--- src/rtl/point_to_cylinder_distance_unit_macros.svh ---
// Assertion macros shared by the point to cylinder distance unit.
`ifndef POINT_TO_CYLINDER_DISTANCE_UNIT_MACROS_SVH
`define POINT_TO_CYLINDER_DISTANCE_UNIT_MACROS_SVH

`ifndef ASSERT_OFF

// Property that must hold at every clock edge outside reset.
`define PTCD_ASSERT(label, clk, rst, prop, msg) \
   label: assert property (@(posedge clk) disable iff (rst) (prop)) else $error(msg);

// Condition that must never be seen outside reset.
`define PTCD_ASSERT_NEVER(label, clk, rst, expr, msg) \
   label: assert property (@(posedge clk) disable iff (rst) !(expr)) else $error(msg);

`else

`define PTCD_ASSERT(label, clk, rst, prop, msg)
`define PTCD_ASSERT_NEVER(label, clk, rst, expr, msg)

`endif

`endif

--- src/rtl/ptcd_pkg.sv ---
// Types, widths and constants of the point to cylinder distance unit.
`timescale 1ns / 1ps

package ptcd_pkg;

   // Field widths.
   localparam int PT_W       = 32;
   localparam int AXIS_W     = 16;
   localparam int RADIUS_W   = 32;
   localparam int DIST_W     = 32;
   localparam int NUM_AXES   = 3;
   localparam int FRAC_SHIFT = 14;

   // Internal datapath widths.
   localparam int DIFF_W     = PT_W + 1;
   localparam int PROD_W     = DIFF_W + AXIS_W;
   localparam int DOT_W      = PROD_W + 2;
   localparam int T_W        = DOT_W - FRAC_SHIFT;
   localparam int TPROD_W    = T_W + AXIS_W;
   localparam int R_W        = TPROD_W - FRAC_SHIFT;
   localparam int Q_W        = R_W + 1;
   localparam int MAG_W      = Q_W;
   localparam int MAG_LO_W   = 32;
   localparam int MAG_HI_W   = MAG_W - MAG_LO_W;
   localparam int SQ_W       = 2 * MAG_W;
   localparam int SUM_W      = SQ_W + 2;
   localparam int TRIAL_W    = SUM_W + 1;
   localparam int ROOT_W     = SUM_W / 2;
   localparam int N_W        = ROOT_W + 1;

   // Rounding offsets for the Q2.14 rescale, one half LSB after the shift.
   localparam logic signed [DOT_W-1:0]   DOT_HALF   = DOT_W'(1) << (FRAC_SHIFT - 1);
   localparam logic signed [TPROD_W-1:0] TPROD_HALF = TPROD_W'(1) << (FRAC_SHIFT - 1);

   localparam logic [DIST_W-1:0] DIST_MAX = '1;

   // Configuration port.
   localparam int CSR_INDEX_W = 3;
   localparam int CSR_DATA_W  = 32;

   typedef enum logic [CSR_INDEX_W-1:0] {
      REG_CENTER_X   = 3'd0,
      REG_CENTER_Y   = 3'd1,
      REG_CENTER_Z   = 3'd2,
      REG_AXIS_X     = 3'd3,
      REG_AXIS_Y     = 3'd4,
      REG_AXIS_Z     = 3'd5,
      REG_CYL_RADIUS = 3'd6
   } csr_reg_type;

   typedef struct packed {
      logic signed [PT_W-1:0]   center_x;
      logic signed [PT_W-1:0]   center_y;
      logic signed [PT_W-1:0]   center_z;
      logic signed [AXIS_W-1:0] axis_x;
      logic signed [AXIS_W-1:0] axis_y;
      logic signed [AXIS_W-1:0] axis_z;
      logic [RADIUS_W-1:0]      cyl_radius;
   } cfg_type;

   localparam cfg_type CFG_RESET = '{
      center_x:   '0,
      center_y:   '0,
      center_z:   '0,
      axis_x:     '0,
      axis_y:     '0,
      axis_z:     16'sd16384,
      cyl_radius: '0
   };

   // Handoff from the geometry pipeline to the square root pipeline.
   typedef struct packed {
      logic             valid;
      logic [SUM_W-1:0] sum_sq;
   } front_out_type;

   // Handoff from the square root pipeline to the output stages.
   typedef struct packed {
      logic              valid;
      logic [ROOT_W-1:0] root;
      logic [SUM_W-1:0]  rem;
   } sqrt_out_type;

   // One result beat.
   typedef struct packed {
      logic [DIST_W-1:0] distance;
      logic              saturated;
   } result_type;

endpackage

--- src/rtl/ptcd_out.sv ---
// Root rounding, distance to the surface, clamping and the output skid stage.
`timescale 1ns / 1ps
`include "point_to_cylinder_distance_unit_macros.svh"

module ptcd_out (
   input  logic                              clock,
   input  logic                              reset,
   input  ptcd_pkg::sqrt_out_type            din,
   input  logic [ptcd_pkg::RADIUS_W-1:0]     cyl_radius,
   input  logic                              rsp_tready,
   output logic                              advance,
   output logic                              rsp_tvalid,
   output logic [ptcd_pkg::DIST_W-1:0]       rsp_tdata,
   output logic                              rsp_tuser
);
   import ptcd_pkg::*;

   logic             n_valid_ff;
   logic [N_W-1:0]   n_ff;
   logic [N_W-1:0]   n_in;
   logic             dist_valid_ff;
   logic [N_W-1:0]   dist_ff;
   logic [N_W-1:0]   dist_in;
   logic             arrive;
   result_type       result_in;
   result_type       rsp_ff;
   result_type       skid_ff;
   logic             rsp_valid_ff;
   logic             skid_valid_ff;

   // The pipeline moves whenever the skid stage is free.
   assign advance = !skid_valid_ff;
   assign arrive  = advance && dist_valid_ff;

   // Round the root to nearest: s > r^2 + r means rem > r.
   assign n_in = N_W'(din.root) + N_W'(din.rem > SUM_W'(din.root));

   // Absolute difference to the radius.
   assign dist_in = (n_ff >= N_W'(cyl_radius)) ? n_ff - N_W'(cyl_radius)
                                               : N_W'(cyl_radius) - n_ff;

   // Clamp to the output range.
   assign result_in.saturated = |dist_ff[N_W-1:DIST_W];
   assign result_in.distance  = result_in.saturated ? DIST_MAX : dist_ff[DIST_W-1:0];

   always_ff @(posedge clock) begin
      if (reset) begin
         n_valid_ff    <= 1'b0;
         dist_valid_ff <= 1'b0;
      end else if (advance) begin
         n_valid_ff    <= din.valid;
         dist_valid_ff <= n_valid_ff;
      end
   end

   always_ff @(posedge clock) begin
      if (advance) begin
         n_ff    <= n_in;
         dist_ff <= dist_in;
      end
   end

   // Output register with one skid entry behind it.
   always_ff @(posedge clock) begin
      if (reset) begin
         rsp_valid_ff  <= 1'b0;
         skid_valid_ff <= 1'b0;
      end else if (skid_valid_ff) begin
         if (rsp_tready) begin
            rsp_ff        <= skid_ff;
            skid_valid_ff <= 1'b0;
         end
      end else if (arrive) begin
         if (!rsp_valid_ff || rsp_tready) begin
            rsp_ff       <= result_in;
            rsp_valid_ff <= 1'b1;
         end else begin
            skid_ff       <= result_in;
            skid_valid_ff <= 1'b1;
         end
      end else if (rsp_tready) begin
         rsp_valid_ff <= 1'b0;
      end
   end

   assign rsp_tvalid = rsp_valid_ff;
   assign rsp_tdata  = rsp_ff.distance;
   assign rsp_tuser  = rsp_ff.saturated;

   `PTCD_ASSERT_NEVER(a_skid_without_output, clock, reset, skid_valid_ff && !rsp_valid_ff, "skid entry held while output register is empty")
   `PTCD_ASSERT(a_skid_drains, clock, reset, skid_valid_ff && rsp_tready |=> rsp_valid_ff && !skid_valid_ff, "skid entry did not move to the output register")
   `PTCD_ASSERT(a_clamp_value, clock, reset, rsp_valid_ff && rsp_ff.saturated |-> rsp_ff.distance == DIST_MAX, "saturated result not clamped to full scale")

endmodule
--- config.mk ---
export PLATFORM = sky130hd
export DESIGN_NAME = ptcd_out
export DESIGN_NICKNAME = d
export VERILOG_FILES = /design/src/rtl/ptcd_pkg.sv /design/src/rtl/ptcd_out.sv
export VERILOG_INCLUDE_DIRS = /design/src /design/src/rtl
export SDC_FILE = /design/constraint.sdc
export NUM_CORES = 1
export LEC_CHECK = 0
export BUFFER_PORTS_ARGS = -buffer_cell sky130_fd_sc_hd__buf_4
export CAP_MARGIN = 20
export CORE_MARGIN = 1
export CORE_UTILIZATION = 50
export CTS_CLUSTER_SIZE = 28
export DETAILED_ROUTE_END_ITERATION = 10
export GPL_TIMING_DRIVEN = 0
export PLACE_DENSITY = 0.75
export RECOVER_POWER = 100
export SLEW_MARGIN = 40
export SYNTH_ARGS = -nofsm -noshare
export SYNTH_HDL_FRONTEND = slang
export SYNTH_SLANG_ARGS = --single-unit
--- constraint.sdc ---
create_clock -name clock -period 3.9 [get_ports clock]
set_clock_uncertainty 0.05 [all_clocks]
set_input_delay 0.195 -clock clock [delete_from_list [all_inputs] [get_ports clock]]
set_output_delay 0.195 -clock clock [all_outputs]
set_load 0.005 [all_outputs]
==> impl_metrics.tcl <==
set metrics [dict create \
    status "complete, no violations" \
    num_rows 54 \
    rsz0062_at_grt "no" \
    synth_area_mm2 0.01119 \
    async_flop_share_pct 0 \
    synthFlopType "edfxtp_1" \
    core_mm2 0.02189 \
    worstPathCellList "clkbuf_1 -> inv_1 -> ha_1 -> a21o_1 -> a21o_1 -> a21oi_1 -> o21ai_0 -> nand2_1 -> o211ai_1 -> a21oi_1 -> o21ai_1 -> o31a_1 -> ha_2 -> ha_4 -> nand3_2 -> nor4_4 -> nand4_1 -> or3_4 -> or3_4 -> nor4_4 -> xnor2_1" \
    cp.arrival_ns 3.85 \
    clk_pin_slew_ns 0.07 \
    ys_ff_latch 154 \
    worst_hold_slack_ns 0.01656 \
    stdcell_count 1641 \
    setup_viol 0 \
    root_buffer "clkbuf_16" \
    final_cell_mix "buf_4, edfxtp_1, inv_1, ha_1, a21oi_1" \
    highest_layer "met4" \
    cp.required_ns 4.04 \
    max-slew-margin-rel_pct 1.383 \
    drtIter0Drc 443 \
    h-tree-depth 4 \
    hp-start "din[90]" \
    hold_end "n_ff[8]" \
    r2r-end "dist_ff[33]" \
    nets 1616 \
    track_usage_pct 24.67 \
    drive_gt1_share_pct 25.13 \
    yosysSeqAreaShare_pct 40.98 \
    tritoncts "done" \
    period_needed_ns 3.713 \
    ant_nets 0 \
    synth_edf_count 150 \
    slew_violations 0 \
    die_w_um 151.6 \
    worst-r2r-setup-slack_ns 0.20 \
    cp_slowest_cell "or3_4" \
    netlist.area_leader.share_pct 40.26 \
    viasPerCell 5.463 \
    yosys.area.top_type "edfxtp_1" \
    routabilityCongestion 0.9205 \
    max_freq_ghz 0.2693 \
    hold_viol_final 0 \
    dr_total_vias 8965 \
    dieArea_mm2 0.02298 \
    fill_cells 1868 \
    num_io_pins 194 \
    clock_latency_ns 0.43 \
    syn_inst 1124 \
    dp.cells 1602 \
    ys_warn_count 0 \
    powerDensity_mw_per_mm2 343.1 \
    grt_antenna_before_repair 0 \
    synth.avg_cell_area_um2 9.953 \
    final_common_cell "buf_4" \
    worstSetupEndpointType "flop" \
    dp_hpwl_mm 21.72 \
    whs_path_depth 2 \
    area_growth_pct 22.39 \
    p_leak_nw 5.703 \
    m1WireLength_mm 12.34 \
    yosys-top-cells-area "edfxtp_1, ha_1, xnor2_1" \
    synth_cell_types 79 \
    rr_worst_depth 11 \
    drv_cap 0 \
    worst_pin_slew_ns 1.479 \
    gr-total-overflow 0 \
    wire_per_inst_um 16.54 \
    fp.dieH_um 151.6 \
    hold_path_class "in -> reg" \
    grt_pass1_vias 8866 \
    worst_ir_drop_vdd_uv 244.9 \
    critPathKind "in -> reg" \
    grt_pass1_wl_mm 43.57 \
    tns_ns 0 \
    met3_wirelength_mm 1.535 \
    grt_max_degree 52 \
    cts_made_buffers 17 \
    fin_crit_sh_pct 95.21 \
    cts_buffer_depth 2 \
    reg2reg_from "n_ff[30]" \
    wl_met2_mm 12.60 \
    portBuffers 193 \
    synth_fp_nets 1392 \
    setup.worst_path.start_class "primary input" \
    crit_fanout 4 \
    start_util_pct 51.10 \
    drcViolationCount 0 \
    cts.sinks 154 \
    dr.pass1.iters 5 \
    diodes 0 \
    post-route-util_pct 62.55 \
    routed_wl_mm 27.15 \
    slowest_delay_ns 0.45 \
]
-- stage by stage --
| step | instance area, µm² | setup slack [ns] | total power [mW] |
|---|---|---|---|
| detailed placement | 13050 | -0.7390 | 2.946 |
| global placement | 12990 | -0.7906 | 2.921 |
| CTS | 13740 | 0.05211 | 4.708 |
| finish | 13690 | 0.1869 | 4.697 |
| floorplan | 11190 | 0.07388 | 2.605 |
| global route | 13690 | 0.01459 | 4.904 |
-- area by class of cell --
type / instances / area [µm²] / area share, %
multi-input cells: 812 / 5987 / 43.73
flip-flops and latches: 154 / 4584 / 33.48
repair buffers: 205 / 1503 / 10.98
inverters: 121 / 454.2 / 3.317
clock buffers: 17 / 425.4 / 3.107
well taps: 280 / 350.3 / 2.559
clock inverters: 15 / 205.2 / 1.499
plain buffers: 37 / 182.7 / 1.334
-- per-layer routing --
metal  track usage [%]  vias up
met3             4.371       45
met2             40.34      314
met1             32.99     4097
met4             8.267        0
met5                 0        -
li1                  -     4509
-- worst max-delay path, delay by kind of cell --
family / cells / cell delay (ns)
xor+xnor: 1 / 0.09
buf+inv: 2 / 0.28
fa+ha+maj: 3 / 0.69
simple gates: 7 / 1.65
compound gates: 8 / 0.93
-- cells in the mapped netlist, drive strengths merged (8+ instances only) --
master / number
nand3: 28
mux2: 33
nor3: 19
mux2i: 11
nor2: 72
o211ai: 9
o21bai: 8
xnor2: 56
or2: 36
clkbuf: 16
nand2: 65
o21ai: 47
inv: 121
buf: 21
nor2b: 11
nand4: 27
xor2: 23
nor4: 20
a21o: 49
ha: 107
edfxtp: 150
a21oi: 102
-- registers in the layout, indices dropped and copies added (netlist names) --
signal         flops
dist_ff           42
dist_valid_ff      1
n_ff              42
n_valid_ff         1
rsp_tdata         32
rsp_tuser          1
rsp_tvalid         1
skid_ff           33
skid_valid_ff      1
-- worst max path at each step --
| stage | slack, ns | endpoint | from |
|---|---|---|---|
| after CTS | 0.05 | n_ff[36] | din[86] |
| after global routing | 0.01 | n_ff[40] | din[105] |
| after global placement | -0.79 | rsp_tdata[28] | skid_valid_ff |
| after floorplan | 0.07 | rsp_tdata[23] | skid_valid_ff |
| final | 0.19 | n_ff[40] | din[105] |
| after detailed placement | -0.74 | n_ff[36] | din[120] |
-- cell families after synthesis --
family / Yosys count / synth area share [%]
compound gates: 273 / 16.15
flops: 154 / 40.98
fa+ha+maj: 109 / 12.33
xor+xnor: 79 / 6.185
buf+inv: 158 / 5.704
mux: 44 / 4.306
simple gates: 307 / 14.35
-- power breakdown --
group / switching, mW / internal (mW)
combinational: 0.524 / 0.413
clock: 0.733 / 1.03
sequential: 0.0443 / 1.95
total: 1.30 / 3.40
-- timing repair --
item,in CTS,in global routing
hold buffers,3,0
endpoints found under the setup margin,7,8
setup buffers,3,1
hold endpoints to repair,4,0
pin swaps,3,6
resized for setup,2,7
(Power assumes the default switching activity.)
